==> src/vpfc_pkg.sv <==
// vpfc_pkg: shared types, codes and constants of the video-memory page engine
// used by the channel interfaces, the controller and the top level
package vpfc_pkg;

  localparam int unsigned VRAM_WORDS_DEF = 262144;
  localparam int unsigned PAGE_WORDS_DEF = 512;

  localparam int unsigned OP_W     = 2;
  localparam int unsigned INDEX_W  = 16;
  localparam int unsigned DATA_W   = 32;
  localparam int unsigned WADDR_W  = 18;
  localparam int unsigned ACT_W    = 3;
  localparam int unsigned OFF_W    = 18;
  localparam int unsigned PAGE_SEL_W = 11;
  localparam int unsigned PAGE_SHIFT = 7;
  localparam int unsigned SEL_W    = 3;

  localparam logic [DATA_W-1:0] FULL_MASK = 32'hFFFF_FFFF;

  // page access decode on index bits 15..13
  localparam logic [SEL_W-1:0] SEL_COPY  = 3'd0;
  localparam logic [SEL_W-1:0] SEL_COLOR = 3'd1;
  localparam logic [SEL_W-1:0] SEL_FILL  = 3'd2;

  typedef enum logic [OP_W-1:0] {
    OP_PAGE    = 2'd0,
    OP_SRC     = 2'd1,
    OP_HOST_RD = 2'd2,
    OP_HOST_WR = 2'd3
  } op_e;

  typedef enum logic [ACT_W-1:0] {
    ACT_IGNORE = 3'd0,
    ACT_FILL   = 3'd1,
    ACT_COPY   = 3'd2,
    ACT_COLOR  = 3'd3,
    ACT_SOURCE = 3'd4,
    ACT_HOST   = 3'd5
  } action_e;

  typedef enum logic [2:0] {
    ST_IDLE,
    ST_RD_SRC,
    ST_RD_DST,
    ST_WRITE,
    ST_HOST_RD,
    ST_DONE
  } state_e;

  typedef struct packed {
    logic              valid;
    action_e           action;
    logic [DATA_W-1:0] read_data;
  } res_t;

  function automatic logic [OFF_W-1:0] page_base(input logic [INDEX_W-1:0] index);
    return {index[PAGE_SEL_W-1:0], {PAGE_SHIFT{1'b0}}};
  endfunction

endpackage

==> src/vpfc_if.sv <==
// vpfc_in_if / vpfc_out_if: valid-ready channels for command and result words
// depends on vpfc_pkg for field widths
interface vpfc_in_if
  import vpfc_pkg::*;
();
  logic               valid;
  logic               ready;
  logic [OP_W-1:0]    opcode;
  logic [INDEX_W-1:0] index;
  logic [DATA_W-1:0]  mask;
  logic [WADDR_W-1:0] word_address;
  logic [DATA_W-1:0]  word_data;

  modport source (output valid, opcode, index, mask, word_address, word_data, input ready);
  modport sink   (input valid, opcode, index, mask, word_address, word_data, output ready);
endinterface


==> src/vpfc_ctrl.sv <==
// vpfc_ctrl: command decode, page walk sequencer and read-modify-write merge
// depends on vpfc_pkg and vpfc_in_if; drives the single port of vpfc_ram
module vpfc_ctrl
  import vpfc_pkg::*;
#(
  parameter int unsigned VRAM_WORDS = VRAM_WORDS_DEF,
  parameter int unsigned PAGE_WORDS = PAGE_WORDS_DEF,
  localparam int unsigned AW = $clog2(VRAM_WORDS),
  localparam int unsigned CW = $clog2(PAGE_WORDS)
) (
  input  logic              clk_i,
  input  logic              rst_ni,
  vpfc_in_if.sink           in_i,
  output res_t              res_o,
  input  logic              res_ready_i,
  output logic              mem_en_o,
  output logic              mem_we_o,
  output logic [AW-1:0]     mem_addr_o,
  output logic [DATA_W-1:0] mem_wdata_o,
  input  logic [DATA_W-1:0] mem_rdata_i
);

  state_e            state_q, state_d;
  logic [CW-1:0]     cnt_q, cnt_d;
  logic [DATA_W-1:0] color_q, color_d;
  logic [OFF_W-1:0]  src_off_q, src_off_d;
  // working page base: destination of a copy, target of a fill
  logic [OFF_W-1:0]  base_q, base_d;
  logic [DATA_W-1:0] mask_q, mask_d;
  logic              full_q, full_d;
  logic              copy_q, copy_d;
  logic [DATA_W-1:0] src_q, src_d;
  logic [DATA_W-1:0] rdata_q, rdata_d;
  action_e           act_q, act_d;

  logic [AW-1:0]     src_addr, dst_addr, host_addr;
  logic [DATA_W-1:0] new_val, merged;
  logic [SEL_W-1:0]  sel;
  logic              last;

  assign src_addr  = AW'(src_off_q) + AW'(cnt_q);
  assign dst_addr  = AW'(base_q) + AW'(cnt_q);
  assign host_addr = AW'(in_i.word_address);
  assign sel       = in_i.index[INDEX_W-1 -: SEL_W];
  assign last      = (cnt_q == CW'(PAGE_WORDS - 1));

  // mask bit set keeps the old bit, clear takes the new one; an all-ones mask writes the new word whole
  assign new_val = copy_q ? (full_q ? mem_rdata_i : src_q) : color_q;
  assign merged  = full_q ? new_val : (((mem_rdata_i ^ new_val) & mask_q) ^ new_val);

  always_comb begin
    state_d     = state_q;
    cnt_d       = cnt_q;
    color_d     = color_q;
    src_off_d   = src_off_q;
    base_d      = base_q;
    mask_d      = mask_q;
    full_d      = full_q;
    copy_d      = copy_q;
    src_d       = src_q;
    rdata_d     = rdata_q;
    act_d       = act_q;
    mem_en_o    = 1'b0;
    mem_we_o    = 1'b0;
    mem_addr_o  = dst_addr;
    mem_wdata_o = merged;
    in_i.ready  = 1'b0;
    res_o.valid     = 1'b0;
    res_o.action    = act_q;
    res_o.read_data = rdata_q;

    case (state_q)
      ST_IDLE: begin
        in_i.ready = 1'b1;
        if (in_i.valid) begin
          mask_d  = in_i.mask;
          full_d  = (in_i.mask == FULL_MASK);
          base_d  = page_base(in_i.index);
          rdata_d = '0;
          cnt_d   = '0;
          act_d   = ACT_IGNORE;
          copy_d  = 1'b0;
          state_d = ST_DONE;
          case (op_e'(in_i.opcode))
            OP_PAGE: begin
              case (sel)
                SEL_FILL: begin
                  act_d   = ACT_FILL;
                  state_d = (in_i.mask == FULL_MASK) ? ST_WRITE : ST_RD_DST;
                end
                SEL_COPY: begin
                  act_d   = ACT_COPY;
                  copy_d  = 1'b1;
                  state_d = ST_RD_SRC;
                end
                SEL_COLOR: begin
                  act_d   = ACT_COLOR;
                  color_d = in_i.mask;
                end
                default: ;
              endcase
            end
            OP_SRC: begin
              act_d     = ACT_SOURCE;
              src_off_d = page_base(in_i.index);
            end
            OP_HOST_RD: begin
              act_d      = ACT_HOST;
              mem_en_o   = 1'b1;
              mem_addr_o = host_addr;
              state_d    = ST_HOST_RD;
            end
            OP_HOST_WR: begin
              act_d       = ACT_HOST;
              mem_en_o    = 1'b1;
              mem_we_o    = 1'b1;
              mem_addr_o  = host_addr;
              mem_wdata_o = in_i.word_data;
            end
            default: ;
          endcase
        end
      end
      ST_RD_SRC: begin
        mem_en_o   = 1'b1;
        mem_addr_o = src_addr;
        state_d    = full_q ? ST_WRITE : ST_RD_DST;
      end
      ST_RD_DST: begin
        mem_en_o   = 1'b1;
        mem_addr_o = dst_addr;
        if (copy_q) begin
          src_d = mem_rdata_i;
        end
        state_d = ST_WRITE;
      end
      ST_WRITE: begin
        mem_en_o = 1'b1;
        mem_we_o = 1'b1;
        if (last) begin
          cnt_d   = '0;
          state_d = ST_DONE;
        end else begin
          cnt_d   = cnt_q + 1'b1;
          state_d = copy_q ? ST_RD_SRC : (full_q ? ST_WRITE : ST_RD_DST);
        end
      end
      ST_HOST_RD: begin
        rdata_d = mem_rdata_i;
        state_d = ST_DONE;
      end
      ST_DONE: begin
        res_o.valid = 1'b1;
        if (res_ready_i) begin
          state_d = ST_IDLE;
        end
      end
      default: state_d = ST_IDLE;
    endcase
  end

  always_ff @(posedge clk_i or negedge rst_ni) begin
    if (!rst_ni) begin
      state_q   <= ST_IDLE;
      cnt_q     <= '0;
      color_q   <= '0;
      src_off_q <= '0;
      act_q     <= ACT_IGNORE;
    end else begin
      state_q   <= state_d;
      cnt_q     <= cnt_d;
      color_q   <= color_d;
      src_off_q <= src_off_d;
      act_q     <= act_d;
    end
  end

  always_ff @(posedge clk_i) begin
    base_q  <= base_d;
    mask_q  <= mask_d;
    full_q  <= full_d;
    copy_q  <= copy_d;
    src_q   <= src_d;
    rdata_q <= rdata_d;
  end

  a_cnt_idle: assert property (@(posedge clk_i) disable iff (!rst_ni)
    state_q == ST_IDLE |-> cnt_q == '0)
    else $error("page counter not cleared at idle");

  a_masked_rmw: assert property (@(posedge clk_i) disable iff (!rst_ni)
    state_q == ST_WRITE && !full_q |-> $past(state_q) == ST_RD_DST)
    else $error("masked write without destination read");

  a_host_rd: assert property (@(posedge clk_i) disable iff (!rst_ni)
    state_q == ST_HOST_RD |-> $past(mem_en_o && !mem_we_o))
    else $error("host read data taken without a read");

  a_res_hold: assert property (@(posedge clk_i) disable iff (!rst_ni)
    res_o.valid && !res_ready_i |=> res_o.valid && $stable(res_o.action)
      && $stable(res_o.read_data))
    else $error("pending result changed");

endmodule

==> src/flat_wrapper.sv <==
// flat-port wrapper written by rule: the top's interface ports become plain ports
module vpfc_ctrl_flat import vpfc_pkg::*;
#(
  parameter int unsigned VRAM_WORDS = VRAM_WORDS_DEF,
  parameter int unsigned PAGE_WORDS = PAGE_WORDS_DEF,
  localparam int unsigned AW = $clog2(VRAM_WORDS),
  localparam int unsigned CW = $clog2(PAGE_WORDS)
)
  (clk_i, rst_ni, res_o, res_ready_i, mem_en_o, mem_we_o, mem_addr_o, mem_wdata_o, mem_rdata_i, in_i_valid, in_i_opcode, in_i_index, in_i_mask, in_i_word_address, in_i_word_data, in_i_ready);
  vpfc_in_if in_i_i ();
  input  logic clk_i;
  input  logic rst_ni;
  output res_t res_o;
  input  logic res_ready_i;
  output logic mem_en_o;
  output logic mem_we_o;
  output logic [AW-1:0] mem_addr_o;
  output logic [DATA_W-1:0] mem_wdata_o;
  input  logic [DATA_W-1:0] mem_rdata_i;
  input wire logic [$bits(in_i_i.valid)-1:0] in_i_valid;
  input wire logic [$bits(in_i_i.opcode)-1:0] in_i_opcode;
  input wire logic [$bits(in_i_i.index)-1:0] in_i_index;
  input wire logic [$bits(in_i_i.mask)-1:0] in_i_mask;
  input wire logic [$bits(in_i_i.word_address)-1:0] in_i_word_address;
  input wire logic [$bits(in_i_i.word_data)-1:0] in_i_word_data;
  output wire logic [$bits(in_i_i.ready)-1:0] in_i_ready;
  assign in_i_i.valid = in_i_valid;
  assign in_i_i.opcode = in_i_opcode;
  assign in_i_i.index = in_i_index;
  assign in_i_i.mask = in_i_mask;
  assign in_i_i.word_address = in_i_word_address;
  assign in_i_i.word_data = in_i_word_data;
  assign in_i_ready = in_i_i.ready;
  vpfc_ctrl #(.VRAM_WORDS(VRAM_WORDS), .PAGE_WORDS(PAGE_WORDS)) u_core (.clk_i(clk_i), .rst_ni(rst_ni), .in_i(in_i_i), .res_o(res_o), .res_ready_i(res_ready_i), .mem_en_o(mem_en_o), .mem_we_o(mem_we_o), .mem_addr_o(mem_addr_o), .mem_wdata_o(mem_wdata_o), .mem_rdata_i(mem_rdata_i));
endmodule
==> config.mk <==
export PLATFORM = sky130hd
export DESIGN_NAME = vpfc_ctrl_flat
export DESIGN_NICKNAME = d
export VERILOG_FILES = /design/src/vpfc_pkg.sv /design/src/vpfc_if.sv /design/src/vpfc_ctrl.sv /design/src/flat_wrapper.sv
export SDC_FILE = /design/constraint.sdc
export NUM_CORES = 1
export LEC_CHECK = 0
export BUFFER_PORTS_ARGS = -buffer_cell sky130_fd_sc_hd__buf_4
export CAP_MARGIN = 40
export CELL_PAD_IN_SITES_DETAIL_PLACEMENT = 2
export CELL_PAD_IN_SITES_GLOBAL_PLACEMENT = 2
export CORE_MARGIN = 10
export CORE_UTILIZATION = 37
export CTS_BUF_LIST = sky130_fd_sc_hd__clkbuf_2 sky130_fd_sc_hd__clkbuf_4 sky130_fd_sc_hd__clkbuf_8
export CTS_CLUSTER_DIAMETER = 200
export DETAILED_ROUTE_END_ITERATION = 8
export GPL_ROUTABILITY_DRIVEN = 0
export PLACE_DENSITY = 0.86
export SLEW_MARGIN = 10
export SYNTH_ARGS = -nofsm -noshare
export SYNTH_HDL_FRONTEND = slang
export SYNTH_SLANG_ARGS = --single-unit
==> constraint.sdc <==
create_clock -name clk_i -period 5.23 [get_ports clk_i]
set_input_delay 1.3075 -clock clk_i [delete_from_list [all_inputs] [get_ports clk_i]]
set_output_delay 1.3075 -clock clk_i [all_outputs]
set_load 0.02 [all_outputs]
==> Word-level counts from Yosys, hierarchy flattened <==
Index checks and enable logic that the tools add are counted.
{ "classes": {"add_sub_neg": 3, "eq_ne": 14, "n_mux": 34, "bitwise_logic": 3, "n_reduce_logical": 14} }
{ "ops": {"columns": ["operator", "n"], "rows": [
  ["32-bit two-way mux", 7],
  ["32-bit one-hot mux with 2 select lines", 1],
  ["32-bit XOR", 2],
  ["18-bit by 9-bit adder with 18-bit output", 2],
  ["18-bit two-way mux", 2],
  ["18-bit one-hot mux with 2 select lines", 1],
  ["32-bit bitwise AND", 1],
  ["32-bit == test (second input constant)", 1],
  ["9-bit two-way mux", 2],
  ["3-bit one-hot mux with 6 select lines", 1],
  ["9-bit one-hot mux with 2 select lines", 1],
  ["3-bit two-way mux", 4],
  ["3-bit one-hot mux with 2 select lines", 2],
  ["2-bit AND reduction", 5],
  ["9-bit by 1-bit adder with 9-bit output (second input constant)", 1],
  ["3-bit by 2-bit == test with 1-bit output (second input constant)", 3],
  ["9-bit == test (second input constant)", 1],
  ["1-bit two-way mux", 9],
  ["3-bit one-hot mux with 3 select lines", 1],
  ["3-bit by 1-bit == test with 1-bit output (second input constant)", 2],
  ["3-bit == test (second input constant)", 2],
  ["3-bit logical NOT", 2],
  ["2-bit one-hot mux with 3 select lines", 1],
  ["2-bit == test (second input constant)", 2],
  ["9 further kinds", 12]
]} }
{ "word_totals": {"regBits": 167, "input_bits": 136, "elab_cells": 79} }

==> Depth between registers and ports, before layout <==
Gate-level depths: netlist (run 1).
{ "logic_depth": {"word_depth": 9, "ltp_mapped": 10} }

==> Worst setup path before layout (run 1) <==
Ideal clock, no wire load.
{ "synth_timing": {"path_kind": "input port to output port", "start": "input in_i_opcode[1]", "end": "output mem_wdata_o[24]", "arrival_ps": 2814, "required_ps": 3923, "setup_slack_ps": 1109, "cell_stages": 7, "cell_sequence": "clkbuf_1 and3_1 buf_4 and2_1 buf_4 buf_4 o21ai_0"} }
{ "synth_via": {"elab_chain_len": 4} }
{ "synth_lines": {"columns": ["element", "line_no", "text"], "rows": [
  ["from (decl)", "flat_wrapper.sv:21", "input wire logic [$bits(in_i_i.opcode)-1:0] in_i_opcode;"],
  ["2-bit == test", "vpfc_ctrl.sv:84", "case (op_e'(in_i.opcode))"],
  ["32-bit two-way mux", "vpfc_ctrl.sv:84", null],
  ["32-bit two-way mux", "vpfc_ctrl.sv:75", "if (in_i.valid) begin"],
  ["32-bit two-way mux", "vpfc_ctrl.sv:72", "case (state_q)"],
  ["to (decl)", "flat_wrapper.sv:18", "output logic [DATA_W-1:0] mem_wdata_o;"]
]} }
No other way between the ends.

==> Worst setup path in the final report (run 1) <==
{ "layout_timing": {"start": "register u_core.state_q[0]", "end": "output mem_wdata_o[18]"} }
{ "layout_via": {"elab_chain_len": 2} }
{ "layout_lines": {"columns": ["element", "line_no", "text"], "rows": [
  ["from (decl)", "vpfc_ctrl.sv:23", "state_e state_q, state_d;"],
  ["from (signal assigned)", "vpfc_ctrl.sv:170", "state_q <= state_d;"],
  ["3-bit logical NOT", "vpfc_ctrl.sv:72", null],
  ["32-bit two-way mux", "vpfc_ctrl.sv:72", null]
]} }
No other way between the ends.

==> flow_summary.html, run 1 <==
<table>
<tr><th>Metric</th><th>Value</th></tr>
<tr><th colspan="2">Routing</th></tr>
<tr><td>DRC Markers</td><td>0</td></tr>
<tr><td>Total wirelength of the detailed-routed design</td><td>30.2 mm</td></tr>
<tr><td>Vias after detailed routing</td><td>6969</td></tr>
<tr><td>Iter 0 DRT Violations</td><td>373</td></tr>
<tr><td>Routed vias/inst</td><td>5.44</td></tr>
<tr><td>First-pass iteration count of the detailed router</td><td>4</td></tr>
<tr><td>Routed wire length per instance</td><td>23.6 µm</td></tr>
<tr><td>Count of nets left with antenna violations after detail routing</td><td>0</td></tr>
<tr><th colspan="2">Synth</th></tr>
<tr><td>Cells after synthesis</td><td>773</td></tr>
<tr><td>Count of synthesis-stage warnings from yosys</td><td>0</td></tr>
<tr><td>Area share of xor/xnor cells in the synthesized design</td><td>2.07%</td></tr>
<tr><td>Largest family of logic cells by synthesized area</td><td>simple AND/OR/NAND/NOR gates</td></tr>
<tr><td>Simple-gate share of the synthesized area</td><td>18.1%</td></tr>
<tr><td>Synthesized cell area</td><td>8460 µm²</td></tr>
<tr><td>Share of synthesized cell area in full adder, half adder and majority cells</td><td>1.36%</td></tr>
<tr><td>Synth Area per Inst</td><td>10.9 µm²</td></tr>
<tr><td>Post-synth net total</td><td>917</td></tr>
<tr><td>Seq/Total Area, Yosys</td><td>55.9%</td></tr>
<tr><td>Multiplexer share of the synthesized area</td><td>7.99%</td></tr>
<tr><td>Unique masters post-synth</td><td>48</td></tr>
<tr><td>Flops &amp; latches, synth</td><td>167</td></tr>
<tr><td>Synthesized-area fraction occupied by ao, oa, aoi and oai cells</td><td>11.7%</td></tr>
<tr><th colspan="2">Global route</th></tr>
<tr><td>Total routing usage reported by global routing</td><td>20.5%</td></tr>
<tr><td>Via count of the first global-routing pass</td><td>7941</td></tr>
<tr><td>Global-route wire length before repair</td><td>46.4 mm</td></tr>
<tr><td>Pin count of the biggest net entering global routing</td><td>99</td></tr>
<tr><td>Final global-route overflow total</td><td>0</td></tr>
<tr><td>Antenna violations before repair</td><td>0</td></tr>
<tr><th colspan="2">Place</th></tr>
<tr><td>Total instance count after detailed placement</td><td>1248</td></tr>
<tr><td>Dpl hpwl</td><td>21.2 mm</td></tr>
<tr><td>Port Buf Inserts</td><td>222</td></tr>
<tr><td>Post-DP Area</td><td>10400 µm²</td></tr>
<tr><th colspan="2">Critical path</th></tr>
<tr><td>WP buf/inv</td><td>2</td></tr>
<tr><td>Critical-path cell list</td><td>nor3_4 -&gt; and3_1 -&gt; and2_2 -&gt; buf_4 -&gt; nand2_1 -&gt; o21ai_0 -&gt; buf_4</td></tr>
<tr><td>Maximum fanout count along the critical path</td><td>37</td></tr>
<tr><td>Crit end category</td><td>output pin</td></tr>
<tr><td>R2r endpoint</td><td>u_core.cnt_q[4]</td></tr>
<tr><td>Most used cell along the critical path</td><td>sky130_fd_sc_hd__buf_4</td></tr>
<tr><td>Largest delay share family, worst path</td><td>simple AND/OR/NAND/NOR gates</td></tr>
<tr><td>Register-to-register setup slack</td><td>2650 ps</td></tr>
<tr><td>Arrival time worst endpoint</td><td>3150 ps</td></tr>
<tr><td>Slowest cell on crit path</td><td>sky130_fd_sc_hd__and2_2</td></tr>
<tr><td>Largest stage delay on the critical path</td><td>650 ps</td></tr>
<tr><td>Required time at the endpoint of the critical path</td><td>3920 ps</td></tr>
<tr><td>Sort of element at the start of the critical path</td><td>flop</td></tr>
<tr><td>Type of the setup path with the least slack</td><td>reg -&gt; out</td></tr>
<tr><td>Depth of the worst register-to-register path</td><td>8</td></tr>
<tr><td>Worst reg2reg path startpoint</td><td>u_core.cnt_q[0]</td></tr>
<tr><th colspan="2">Power</th></tr>
<tr><td>Pwr Density</td><td>413 nW/µm²</td></tr>
<tr><td>Total power</td><td>0.00449 W</td></tr>
<tr><td>Static leakage</td><td>4.70 nW</td></tr>
<tr><td>Maximum resistive drop on vdd</td><td>178 µV</td></tr>
<tr><th colspan="2">Timing</th></tr>
<tr><td>Number of hold-slack violations in the final timing report</td><td>0</td></tr>
<tr><td>Maximum operating frequency</td><td>224 MHz</td></tr>
<tr><td>Setup TNS after final layout</td><td>0 ps</td></tr>
<tr><td>Minimum clock period after layout</td><td>4460 ps</td></tr>
<tr><td>Relative slew margins</td><td>47.7%</td></tr>
<tr><td>Number of pins with negative max-slew slack in the final report</td><td>0</td></tr>
<tr><td>Fraction of the cycle the final worst path needs</td><td>85.3%</td></tr>
<tr><td>Worst clock skew</td><td>24.5 ps</td></tr>
<tr><td>Worst Tran Pin Value</td><td>784 ps</td></tr>
<tr><td>Setup violations, final</td><td>0</td></tr>
<tr><td>Setup repair after global routing missed its margin</td><td>no</td></tr>
<tr><th colspan="2">Clocking</th></tr>
<tr><td>Clock root buffer master</td><td>sky130_fd_sc_hd__clkbuf_8</td></tr>
<tr><td>Cells resized by post-CTS repair</td><td>0</td></tr>
<tr><td>Buffers inserted during post-CTS setup optimization</td><td>0</td></tr>
<tr><td>Clock insertion delay at the later pin of the skew report</td><td>480 ps</td></tr>
<tr><td>Clk buf depth</td><td>2</td></tr>
<tr><td>Number of clock sinks</td><td>167</td></tr>
<tr><td>Number of buffers created by CTS</td><td>17</td></tr>
<tr><td>Number of levels the H-tree was split into</td><td>4</td></tr>
<tr><td>Hold buffer count at CTS</td><td>0</td></tr>
<tr><td>CTS clock-pin slew for the worst setup and hold paths</td><td>90 ps</td></tr>
<tr><td>TritonCTS clock tree</td><td>done</td></tr>
<tr><th colspan="2">Layout</th></tr>
<tr><td>Final instance count without filler cells</td><td>1282</td></tr>
<tr><td>Layout overhead on the synthesized area</td><td>28.4%</td></tr>
<tr><td>Final core utilization</td><td>48.1%</td></tr>
<tr><td>Fraction of layout cells with a size suffix above 1</td><td>32.9%</td></tr>
<tr><td>Final standard cell area without fillers</td><td>10900 µm²</td></tr>
<tr><td>Final-stage net count</td><td>1127</td></tr>
<tr><th colspan="2">Run status</th></tr>
<tr><td>Outcome</td><td>finished clean</td></tr>
<tr><th colspan="2">Floorplan</th></tr>
<tr><td>Initial standard-cell utilization of the core</td><td>37.5%</td></tr>
<tr><td>Standard-cell rows</td><td>55</td></tr>
<tr><td>Die area</td><td>29300 µm²</td></tr>
<tr><td>Overall die width</td><td>171 µm</td></tr>
<tr><td>Ports</td><td>225</td></tr>
<tr><td>Core area</td><td>22600 µm²</td></tr>
<tr><td>Height of the die</td><td>171 µm</td></tr>
<tr><th colspan="2">Hold path</th></tr>
<tr><td>HP Class</td><td>reg -&gt; reg</td></tr>
<tr><td>Startpoint of the most critical hold path</td><td>u_core.act_q[1]</td></tr>
<tr><td>Instance count along the most critical hold path</td><td>1</td></tr>
<tr><td>Endpoint of the worst hold path</td><td>u_core.act_q[1]</td></tr>
<tr><th colspan="2">Flow run</th></tr>
<tr><td># Max-Cap Violations</td><td>0</td></tr>
</table>
sequential cells by signal (all words and copies together) (netlist names), 3 cells and up:
name / count
u_core.color_q: 32
u_core.mask_q: 32
u_core.rdata_q: 32
u_core.src_q: 32
u_core.base_q: 11
u_core.src_off_q: 11
u_core.cnt_q: 9
u_core.act_q: 3
u_core.state_q: 3
cell type report:
| class | count | area (µm²) |
|---|---|---|
| antenna | 1 | 2.50 |
| clock buffer | 18 | 248 |
| clock inverter | 14 | 151 |
| fill | 2319 | 11700 |
| inverter | 10 | 37.5 |
| multi-input combinational | 552 | 3490 |
| sequential | 167 | 4730 |
| tap | 285 | 357 |
| timing repair buffer | 235 | 1840 |
cell usage after synthesis (all sizes together):
cell type | n | area, µm²
o21ai | 54 | 270
a221o | 1 | 10.0
o221ai | 3 | 26.3
o21bai | 1 | 7.51
a21o | 5 | 37.5
nor2 | 83 | 312
ha | 6 | 75.1
xnor2 | 6 | 52.6
nor4 | 1 | 6.26
and3 | 42 | 263
and2 | 3 | 18.8
a32oi | 1 | 8.76
fa | 2 | 40.0
or4 | 2 | 15.0
clkbuf | 28 | 105
or3 | 2 | 12.5
nand2b | 34 | 213
a211oi | 2 | 15.0
and4 | 1 | 8.76
nor4b | 1 | 8.76
nand3 | 7 | 35.0
a222oi | 2 | 20.0
a31o | 1 | 8.76
nor2b | 1 | 6.26
nand4 | 11 | 68.8
nand2 | 127 | 487
o32ai | 1 | 8.76
o211ai | 64 | 480
a21oi | 8 | 40.0
edfxtp | 109 | 3270
inv | 10 | 37.5
buf | 16 | 110
xor2 | 14 | 123
nor3 | 7 | 57.6
nand3b | 1 | 7.51
and3b | 1 | 8.76
dfrtp | 58 | 1450
mux2 | 50 | 676
a22oi | 6 | 45.0
a22o | 1 | 8.76
metrics by stage:
| step | hold WS [ps] | setup slack, ps |
|---|---|---|
| 2_1_floorplan | 474 | 1110 |
| 3_3_place_gp | 467 | 1020 |
| 3_5_place_dp | 472 | 871 |
| 4_1_cts | 498 | 700 |
| 5_1_grt | 519 | 566 |
| 6_report | 498 | 770 |
metal layers:
metal	vias to the layer above	GRT usage [%]	share of wire, %
met3	28	4.35	5.0
li1	3216	-	-
met2	170	36.2	52
met1	3555	24.5	42
met4	0	6.16	1.8
met5	-	0	0
power breakdown:
part / switching (W) / internal, W
sequential: 0.000195 / 0.00168
clock: 0.000573 / 0.000372
combinational: 0.000990 / 0.000676
total: 0.00176 / 0.00273
logic make-up (layout without fill, tap and decap cells):
group	after synthesis	in the layout
buffers and inverters	54	277
XOR/XNOR	20	20
flip-flops	167	167
adder cells (fa/ha/maj)	8	8
other	0	1
multiplexers	50	50
AND/OR/NAND/NOR	324	324
AO/OA/AOI/OAI	150	150
worst max path at each step:
stage | startpoint | to | slack (ps) | cells past startpoint
2_1_floorplan | in_i_opcode[1] | mem_wdata_o[24] | 1110 | 7
3_3_place_gp | in_i_opcode[1] | mem_wdata_o[29] | 1020 | 7
3_5_place_dp | in_i_valid | mem_wdata_o[18] | 870 | 7
4_1_cts | u_core.state_q[0] | mem_wdata_o[18] | 700 | 7
5_1_grt | u_core.state_q[1] | mem_wdata_o[18] | 570 | 7
6_report | u_core.state_q[0] | mem_wdata_o[18] | 770 | 7
placed cells by master (no fill, tap or decap), types with 9 or more instances in the layout:
cell type | netlist | layout
sky130_fd_sc_hd__buf_4 | 6 | 230
sky130_fd_sc_hd__nand2_1 | 125 | 124
sky130_fd_sc_hd__edfxtp_1 | 109 | 109
sky130_fd_sc_hd__nor2_1 | 83 | 82
sky130_fd_sc_hd__o211ai_1 | 64 | 64
sky130_fd_sc_hd__dfrtp_1 | 58 | 57
sky130_fd_sc_hd__o21ai_0 | 50 | 50
sky130_fd_sc_hd__and3_1 | 42 | 41
sky130_fd_sc_hd__nand2b_1 | 34 | 34
sky130_fd_sc_hd__mux2_4 | 30 | 30
sky130_fd_sc_hd__mux2_2 | 20 | 20
sky130_fd_sc_hd__clkbuf_8 | 0 | 18
sky130_fd_sc_hd__xor2_1 | 14 | 14
sky130_fd_sc_hd__nand4_1 | 11 | 11
sky130_fd_sc_hd__inv_1 | 10 | 9
(Power assumes the default switching activity.)
==> run 2: changes to the inputs <==
--- a/config.mk
+++ b/config.mk
@@ -9,6 +9,7 @@
 export CAP_MARGIN = 40
 export CELL_PAD_IN_SITES_DETAIL_PLACEMENT = 2
 export CELL_PAD_IN_SITES_GLOBAL_PLACEMENT = 2
+export CORE_ASPECT_RATIO = 1.25
 export CORE_MARGIN = 10
 export CORE_UTILIZATION = 37
 export CTS_BUF_LIST = sky130_fd_sc_hd__clkbuf_2 sky130_fd_sc_hd__clkbuf_4 sky130_fd_sc_hd__clkbuf_8
==> run 2 against run 1 <==
Clock power is 10% higher. Combinational power about the same. Critical path depth up 2. Flip-flop and latch count is the same.
==> flow_summary.html, run 2 (synthesis gave the netlist of run 1 again) <==
<table>
<tr><th>Metric</th><th>Value</th></tr>
<tr><th colspan="2">Run status</th></tr>
<tr><td>Outcome</td><td>finished clean</td></tr>
<tr><th colspan="2">Floorplan</th></tr>
<tr><td>Ports</td><td>225</td></tr>
<tr><td>Core area</td><td>22400 µm²</td></tr>
<tr><td>Die area</td><td>29300 µm²</td></tr>
<tr><td>Overall die width</td><td>155 µm</td></tr>
<tr><td>Standard-cell rows</td><td>61</td></tr>
<tr><td>Height of the die</td><td>189 µm</td></tr>
<tr><td>Initial standard-cell utilization of the core</td><td>37.8%</td></tr>
<tr><th colspan="2">Routing</th></tr>
<tr><td>Routed vias/inst</td><td>5.44</td></tr>
<tr><td>Iter 0 DRT Violations</td><td>278</td></tr>
<tr><td>Routed wire length per instance</td><td>24.1 µm</td></tr>
<tr><td>Count of nets left with antenna violations after detail routing</td><td>0</td></tr>
<tr><td>DRC Markers</td><td>0</td></tr>
<tr><td>First-pass iteration count of the detailed router</td><td>5</td></tr>
<tr><td>Total wirelength of the detailed-routed design</td><td>30.8 mm</td></tr>
<tr><td>Vias after detailed routing</td><td>6947</td></tr>
<tr><th colspan="2">Critical path</th></tr>
<tr><td>Sort of element at the start of the critical path</td><td>flop</td></tr>
<tr><td>Type of the setup path with the least slack</td><td>reg -&gt; out</td></tr>
<tr><td>Maximum fanout count along the critical path</td><td>5</td></tr>
<tr><td>Crit end category</td><td>output pin</td></tr>
<tr><td>Arrival time worst endpoint</td><td>2990 ps</td></tr>
<tr><td>Required time at the endpoint of the critical path</td><td>3920 ps</td></tr>
<tr><th colspan="2">Layout</th></tr>
<tr><td>Layout fillers</td><td>2301</td></tr>
<tr><td>Final-stage net count</td><td>1125</td></tr>
<tr><td>Final standard cell area without fillers</td><td>10800 µm²</td></tr>
<tr><td>Most frequent standard cell in the layout excluding fill and tap cells</td><td>sky130_fd_sc_hd__buf_4</td></tr>
<tr><td>Most frequent cells in the layout</td><td>229 x sky130_fd_sc_hd__buf_4, 124 x sky130_fd_sc_hd__nand2_1, 109 x sky130_fd_sc_hd__edfxtp_1</td></tr>
<tr><td>Layout overhead on the synthesized area</td><td>28.3%</td></tr>
<tr><td>Number of antenna diodes</td><td>0</td></tr>
<tr><td>Final instance count without filler cells</td><td>1277</td></tr>
<tr><td>Fraction of layout cells with a size suffix above 1</td><td>32.8%</td></tr>
<tr><th colspan="2">Clocking</th></tr>
<tr><td>Cells resized by post-CTS repair</td><td>0</td></tr>
<tr><td>Hold buffer count at CTS</td><td>0</td></tr>
<tr><td>Number of clock sinks</td><td>167</td></tr>
<tr><td>Clock root buffer master</td><td>sky130_fd_sc_hd__clkbuf_8</td></tr>
<tr><td>Number of levels the H-tree was split into</td><td>4</td></tr>
<tr><td>Clock insertion delay at the later pin of the skew report</td><td>470 ps</td></tr>
<tr><td>CTS clock-pin slew for the worst setup and hold paths</td><td>100 ps</td></tr>
<tr><td>Clk buf depth</td><td>2</td></tr>
<tr><td>Buffers inserted during post-CTS setup optimization</td><td>0</td></tr>
<tr><td>Number of buffers created by CTS</td><td>17</td></tr>
<tr><td>TritonCTS clock tree</td><td>done</td></tr>
<tr><th colspan="2">Global route</th></tr>
<tr><td>Total routing usage reported by global routing</td><td>20.5%</td></tr>
<tr><td>Via count of the first global-routing pass</td><td>7916</td></tr>
<tr><td>Pin count of the biggest net entering global routing</td><td>97</td></tr>
<tr><td>Global-route wire length before repair</td><td>47.2 mm</td></tr>
<tr><td>Antenna violations before repair</td><td>0</td></tr>
<tr><td>Final global-route overflow total</td><td>0</td></tr>
<tr><th colspan="2">Power</th></tr>
<tr><td>Maximum resistive drop on vdd</td><td>250 µV</td></tr>
<tr><td>Static leakage</td><td>4.70 nW</td></tr>
<tr><td>Clock network fraction of design power</td><td>22.7%</td></tr>
<tr><td>Internal power</td><td>0.00281 W</td></tr>
<tr><td>Share of total power consumed by net switching</td><td>38.6%</td></tr>
<tr><td>Pwr Density</td><td>422 nW/µm²</td></tr>
<tr><td>Proportion of power drawn by flip-flops and latches</td><td>41.0%</td></tr>
<tr><td>Combinational power share</td><td>36.3%</td></tr>
<tr><td>Switching power total</td><td>0.00177 W</td></tr>
<tr><th colspan="2">Place</th></tr>
<tr><td>Total instance count after detailed placement</td><td>1245</td></tr>
<tr><td>Post-DP Area</td><td>10400 µm²</td></tr>
<tr><td>Dpl hpwl</td><td>22.4 mm</td></tr>
<tr><td>Port Buf Inserts</td><td>222</td></tr>
<tr><td>Post-placement setup slack</td><td>1370 ps</td></tr>
<tr><th colspan="2">Timing</th></tr>
<tr><td>Worst clock skew</td><td>15.0 ps</td></tr>
<tr><td>Setup repair after global routing missed its margin</td><td>no</td></tr>
<tr><td>Number of pins with negative max-slew slack in the final report</td><td>0</td></tr>
<tr><td>Maximum operating frequency</td><td>233 MHz</td></tr>
<tr><td>Number of hold-slack violations in the final timing report</td><td>0</td></tr>
<tr><td>Relative slew margins</td><td>39.3%</td></tr>
<tr><td>Min setup slack post-route</td><td>934 ps</td></tr>
<tr><td>Fraction of the cycle the final worst path needs</td><td>82.1%</td></tr>
<tr><td>Setup violations, final</td><td>0</td></tr>
<tr><td>Minimum clock period after layout</td><td>4300 ps</td></tr>
<tr><td>Worst Tran Pin Value</td><td>910 ps</td></tr>
<tr><td>Setup TNS after final layout</td><td>0 ps</td></tr>
<tr><th colspan="2">Flow run</th></tr>
<tr><td># Max-Cap Violations</td><td>0</td></tr>
<tr><th colspan="2">Hold path</th></tr>
<tr><td>HP Class</td><td>reg -&gt; reg</td></tr>
</table>
[run 2: path summary, 6_finish.rpt]
check | cells after the start | from | slack (ps) | end
max | 9 | u_core.cnt_q[7] | 930 | mem_addr_o[17]
min | 1 | u_core.act_q[1] | 500 | u_core.act_q[1]
max reg2reg | 8 | u_core.cnt_q[0] | 2620 | u_core.cnt_q[2]
min reg2reg | 1 | u_core.act_q[1] | 500 | u_core.act_q[1]
max in group asynchronous | 2 | rst_ni | 3900 | u_core.state_q[2]
min in group asynchronous | 1 | rst_ni | 750 | u_core.color_q[21]
[run 2: power groups by stage]
stage	Combinational [W]	Clock (W)	Sequential (W)
finish	0.00166	0.00104	0.00188
detailed placement	0.00169	0	0.00190
floorplan	0.000907	0	0.00188
global placement	0.00159	0	0.00188
global route	0.00181	0.00112	0.00190
CTS	0.00170	0.00106	0.00188
[run 2: through the flow]
step                hold slack (ps)  power [W]  utilization [%]
floorplan                       474    0.00279                -
global placement                471    0.00347             46.3
detailed placement              473    0.00359             46.6
CTS                             502    0.00463             48.5
global route                    524    0.00483             48.5
finish                          504    0.00458             48.5
[run 2: layer usage]
metal	vias up	track usage, %	share of wire [%]	routed length (µm)
met1	3535	21.4	37	11300
li1	3207	-	-	-
met3	29	5.42	5.8	1790
met5	-	0	0	0
met2	176	39.5	56	17200
met4	0	4.94	1.7	523
[run 2: final cells by class]
class	count	area (µm²)	area share, %
tap	283	354	3.26
multi-input combinational	552	3490	32.2
sequential	167	4730	43.6
clock buffer	17	234	2.16
inverter	10	37.5	0.346
clock inverter	15	196	1.81
timing repair buffer	233	1810	16.7
[run 2: critical path, stage by stage, from the launching register on]
cell	delay [ps]
sky130_fd_sc_hd__dfrtp_1	470
sky130_fd_sc_hd__ha_1	230
sky130_fd_sc_hd__inv_1	80
sky130_fd_sc_hd__fa_1	460
sky130_fd_sc_hd__nand3b_1	270
sky130_fd_sc_hd__nor3_1	310
sky130_fd_sc_hd__xor2_1	260
sky130_fd_sc_hd__a22oi_1	100
sky130_fd_sc_hd__o21ai_0	190
sky130_fd_sc_hd__buf_4	170
==> run 3: changes to the inputs <==
--- a/config.mk
+++ b/config.mk
@@ -11,12 +11,12 @@
 export CELL_PAD_IN_SITES_GLOBAL_PLACEMENT = 2
 export CORE_ASPECT_RATIO = 1.25
 export CORE_MARGIN = 10
-export CORE_UTILIZATION = 37
+export CORE_UTILIZATION = 34
 export CTS_BUF_LIST = sky130_fd_sc_hd__clkbuf_2 sky130_fd_sc_hd__clkbuf_4 sky130_fd_sc_hd__clkbuf_8
 export CTS_CLUSTER_DIAMETER = 200
 export DETAILED_ROUTE_END_ITERATION = 8
 export GPL_ROUTABILITY_DRIVEN = 0
-export PLACE_DENSITY = 0.86
+export PLACE_DENSITY = 0.8
 export SLEW_MARGIN = 10
 export SYNTH_ARGS = -nofsm -noshare
 export SYNTH_HDL_FRONTEND = slang
==> constraint.sdc (replaced) <==
create_clock -name clk_i -period 4.47 [get_ports clk_i]
set_input_delay 1.1175 -clock clk_i [delete_from_list [all_inputs] [get_ports clk_i]]
set_output_delay 1.1175 -clock clk_i [all_outputs]
set_load 0.02 [all_outputs]
==> run 3 against run 2 <==
Count of clock-buffer cells in the layout up 1. Critical path depth unchanged. Critical endpoint is now mem_addr_o[15]. Combinational power up 15%. Design area up 0.63%. Register-to-register slack worse by 700 ps. Routed wire length down 5.7%. Clock power up 11%.
==> flow_summary.html, run 3 (synthesis gave the netlist of run 1 again) <==
<table>
<tr><th>Metric</th><th>Value</th></tr>
<tr><th colspan="2">Layout</th></tr>
<tr><td>Layout fillers</td><td>2647</td></tr>
<tr><td>Final core utilization</td><td>44.6%</td></tr>
<tr><td>Most frequent standard cell in the layout excluding fill and tap cells</td><td>sky130_fd_sc_hd__buf_4</td></tr>
<tr><td>Register area</td><td>4730 µm²</td></tr>
<tr><td>Area used by multi-input combinational logic</td><td>3490 µm²</td></tr>
<tr><td>Layout overhead on the synthesized area</td><td>29.1%</td></tr>
<tr><td>Fraction of layout cells with a size suffix above 1</td><td>32.9%</td></tr>
<tr><td>Most frequent cells in the layout</td><td>228 x sky130_fd_sc_hd__buf_4, 124 x sky130_fd_sc_hd__nand2_1, 109 x sky130_fd_sc_hd__edfxtp_1</td></tr>
<tr><td>Final-stage net count</td><td>1126</td></tr>
<tr><th colspan="2">Clocking</th></tr>
<tr><td>Hold buffer count at CTS</td><td>0</td></tr>
<tr><td>Clock insertion delay at the later pin of the skew report</td><td>460 ps</td></tr>
<tr><td>Clock root buffer master</td><td>sky130_fd_sc_hd__clkbuf_8</td></tr>
<tr><td>Number of levels the H-tree was split into</td><td>4</td></tr>
<tr><td>TritonCTS clock tree</td><td>done</td></tr>
<tr><td>Number of buffers created by CTS</td><td>17</td></tr>
<tr><td>Buffers inserted during post-CTS setup optimization</td><td>0</td></tr>
<tr><td>Cells resized by post-CTS repair</td><td>0</td></tr>
<tr><td>Clk buf depth</td><td>2</td></tr>
<tr><td>Number of clock sinks</td><td>167</td></tr>
<tr><td>CTS clock-pin slew for the worst setup and hold paths</td><td>90 ps</td></tr>
<tr><th colspan="2">Hold path</th></tr>
<tr><td>HP Class</td><td>reg -&gt; reg</td></tr>
<tr><th colspan="2">Routing</th></tr>
<tr><td>DRC Markers</td><td>0</td></tr>
<tr><td>First-pass iteration count of the detailed router</td><td>4</td></tr>
<tr><td>Count of nets left with antenna violations after detail routing</td><td>0</td></tr>
<tr><td>Detail Route met3 WL</td><td>1.48 mm</td></tr>
<tr><td>Wl on met1</td><td>11.7 mm</td></tr>
<tr><td>Total wirelength of the detailed-routed design</td><td>29.1 mm</td></tr>
<tr><td>Routed vias/inst</td><td>5.21</td></tr>
<tr><td>Iter 0 DRT Violations</td><td>287</td></tr>
<tr><td>Vias after detailed routing</td><td>6915</td></tr>
<tr><td>Met2 wire length</td><td>15.6 mm</td></tr>
<tr><td>Top layer used by detailed routing</td><td>met5</td></tr>
<tr><td>Routed wire length per instance</td><td>21.9 µm</td></tr>
<tr><th colspan="2">Timing</th></tr>
<tr><td>Relative slew margins</td><td>51.3%</td></tr>
<tr><td>Maximum operating frequency</td><td>249 MHz</td></tr>
<tr><td>Number of hold-slack violations in the final timing report</td><td>0</td></tr>
<tr><td>Number of pins with negative max-slew slack in the final report</td><td>0</td></tr>
<tr><td>Fraction of the cycle the final worst path needs</td><td>90.0%</td></tr>
<tr><td>Setup violations, final</td><td>0</td></tr>
<tr><td>Minimum clock period after layout</td><td>4020 ps</td></tr>
<tr><td>Worst Tran Pin Value</td><td>731 ps</td></tr>
<tr><td>Setup repair after global routing missed its margin</td><td>no</td></tr>
<tr><td>Setup TNS after final layout</td><td>0 ps</td></tr>
<tr><td>Worst clock skew</td><td>19.6 ps</td></tr>
<tr><th colspan="2">Power</th></tr>
<tr><td>Static leakage</td><td>4.69 nW</td></tr>
<tr><td>Combinational power share</td><td>36.4%</td></tr>
<tr><td>Proportion of power drawn by flip-flops and latches</td><td>41.6%</td></tr>
<tr><td>Maximum resistive drop on vdd</td><td>312 µV</td></tr>
<tr><td>Clock network fraction of design power</td><td>21.9%</td></tr>
<tr><td>Pwr Density</td><td>481 nW/µm²</td></tr>
<tr><td>Share of total power consumed by net switching</td><td>37.6%</td></tr>
<tr><td>Internal power</td><td>0.00328 W</td></tr>
<tr><td>Switching power total</td><td>0.00197 W</td></tr>
<tr><th colspan="2">Global route</th></tr>
<tr><td>Final global-route overflow total</td><td>0</td></tr>
<tr><td>Global-route wire length before repair</td><td>45.2 mm</td></tr>
<tr><td>Antenna violations before repair</td><td>2</td></tr>
<tr><td>Via count of the first global-routing pass</td><td>7903</td></tr>
<tr><td>Total routing usage reported by global routing</td><td>18.1%</td></tr>
<tr><td>Pin count of the biggest net entering global routing</td><td>85</td></tr>
<tr><th colspan="2">Critical path</th></tr>
<tr><td>Maximum fanout count along the critical path</td><td>5</td></tr>
<tr><td>Largest stage delay on the critical path</td><td>460 ps</td></tr>
<tr><td>Crit end category</td><td>output pin</td></tr>
<tr><td>Required time at the endpoint of the critical path</td><td>3350 ps</td></tr>
<tr><td>Arrival time worst endpoint</td><td>2900 ps</td></tr>
<tr><td>Type of the setup path with the least slack</td><td>reg -&gt; out</td></tr>
<tr><td>Largest delay share family, worst path</td><td>adder cells</td></tr>
<tr><td>Slowest cell on crit path</td><td>sky130_fd_sc_hd__dfrtp_1</td></tr>
<tr><td>Critical-path cell list</td><td>ha_1 -&gt; inv_1 -&gt; fa_1 -&gt; nand3b_1 -&gt; nor2_1 -&gt; and3_1 -&gt; xor2_1 -&gt; a221o_1 -&gt; buf_4</td></tr>
<tr><td>WP buf/inv</td><td>2</td></tr>
<tr><td>Sort of element at the start of the critical path</td><td>flop</td></tr>
<tr><th colspan="2">Floorplan</th></tr>
<tr><td>Core area</td><td>24500 µm²</td></tr>
<tr><td>Die area</td><td>31600 µm²</td></tr>
<tr><td>Standard-cell rows</td><td>64</td></tr>
<tr><td>Ports</td><td>225</td></tr>
<tr><td>Height of the die</td><td>196 µm</td></tr>
<tr><td>Initial standard-cell utilization of the core</td><td>34.5%</td></tr>
<tr><td>Overall die width</td><td>161 µm</td></tr>
<tr><th colspan="2">Place</th></tr>
<tr><td>Port Buf Inserts</td><td>222</td></tr>
<tr><td>Dpl hpwl</td><td>21.3 mm</td></tr>
<tr><th colspan="2">Flow run</th></tr>
<tr><td># Max-Cap Violations</td><td>0</td></tr>
<tr><th colspan="2">Run status</th></tr>
<tr><td>Outcome</td><td>finished clean</td></tr>
</table>
[run 3: changes by cell type in the layout (fill, tap and decap cells not counted)]
| cell | previous run | this run |
|---|---|---|
| sky130_fd_sc_hd__buf_4 | 229 | 228 |
| sky130_fd_sc_hd__clkinv_8 | 1 | 0 |
| sky130_fd_sc_hd__clkinv_4 | 1 | 0 |
| sky130_fd_sc_hd__inv_8 | 6 | 2 |
| sky130_fd_sc_hd__buf_12 | 3 | 5 |
| sky130_fd_sc_hd__clkbuf_4 | 0 | 1 |
| sky130_fd_sc_hd__clkinvlp_4 | 0 | 5 |
| sky130_fd_sc_hd__diode_2 | 0 | 1 |
[run 3: area by class of cell]
cell class                      count  share of cell area (%)
Clock buffer                       18                    2.21
Clock inverter                     14                    1.50
Antenna cell                        1                  0.0229
Tap cell                          330                    3.78
Inverter                           10                   0.344
Timing Repair Buffer              234                    16.8
Sequential cell                   167                    43.3
Multi-Input combinational cell    552                    32.0
[run 3: power groups by stage]
stage	registers (W)	logic (W)	clock network, W
2_1_floorplan	0.00220	0.00106	0
3_3_place_gp	0.00221	0.00187	0
3_5_place_dp	0.00222	0.00195	0
4_1_cts	0.00219	0.00196	0.00118
5_1_grt	0.00223	0.00211	0.00125
6_report	0.00219	0.00191	0.00115
[run 3: metrics by stage]
| stage | hold WS [ps] | setup WS (ps) | instance area, µm² | power (W) | std cells |
|---|---|---|---|---|---|
| after floorplan | 474 | 729 | 8460 | 0.00327 | 773 |
| after global placement | 467 | 878 | 10400 | 0.00408 | 1290 |
| after detailed placement | 478 | 804 | 10500 | 0.00417 | 1293 |
| after CTS | 501 | 388 | 10900 | 0.00533 | 1325 |
| after global routing | 525 | 171 | 10900 | 0.00559 | 1325 |
| final | 494 | 449 | 10900 | 0.00525 | 1326 |
[run 3: path summary, 6_finish.rpt]
path,startpoint,endpoint,slack (ps),depth (start not counted)
max,u_core.cnt_q[7],mem_addr_o[15],450,9
min,u_core.act_q[1],u_core.act_q[1],490,1
max reg2reg,u_core.cnt_q[0],u_core.cnt_q[5],1920,8
min reg2reg,u_core.act_q[1],u_core.act_q[1],490,1
max in group asynchronous,rst_ni,u_core.state_q[2],3350,2
min in group asynchronous,rst_ni,u_core.color_q[22],540,1
[run 3: layer usage]
| layer | vias up | track usage [%] |
|---|---|---|
| met4 | 2 | 3.88 |
| met3 | 20 | 4.48 |
| met5 | - | 0 |
| li1 | 3210 | - |
| met2 | 169 | 33.4 |
| met1 | 3514 | 20.6 |
[run 3: worst register-to-register path, delay by kind of cell, from the launching register on]
| family | cells | cell delay, ps |
|---|---|---|
| fa+ha+maj | 2 | 500 |
| simple gates | 5 | 1320 |
| compound gates | 1 | 210 |
| flops | 1 | 430 |
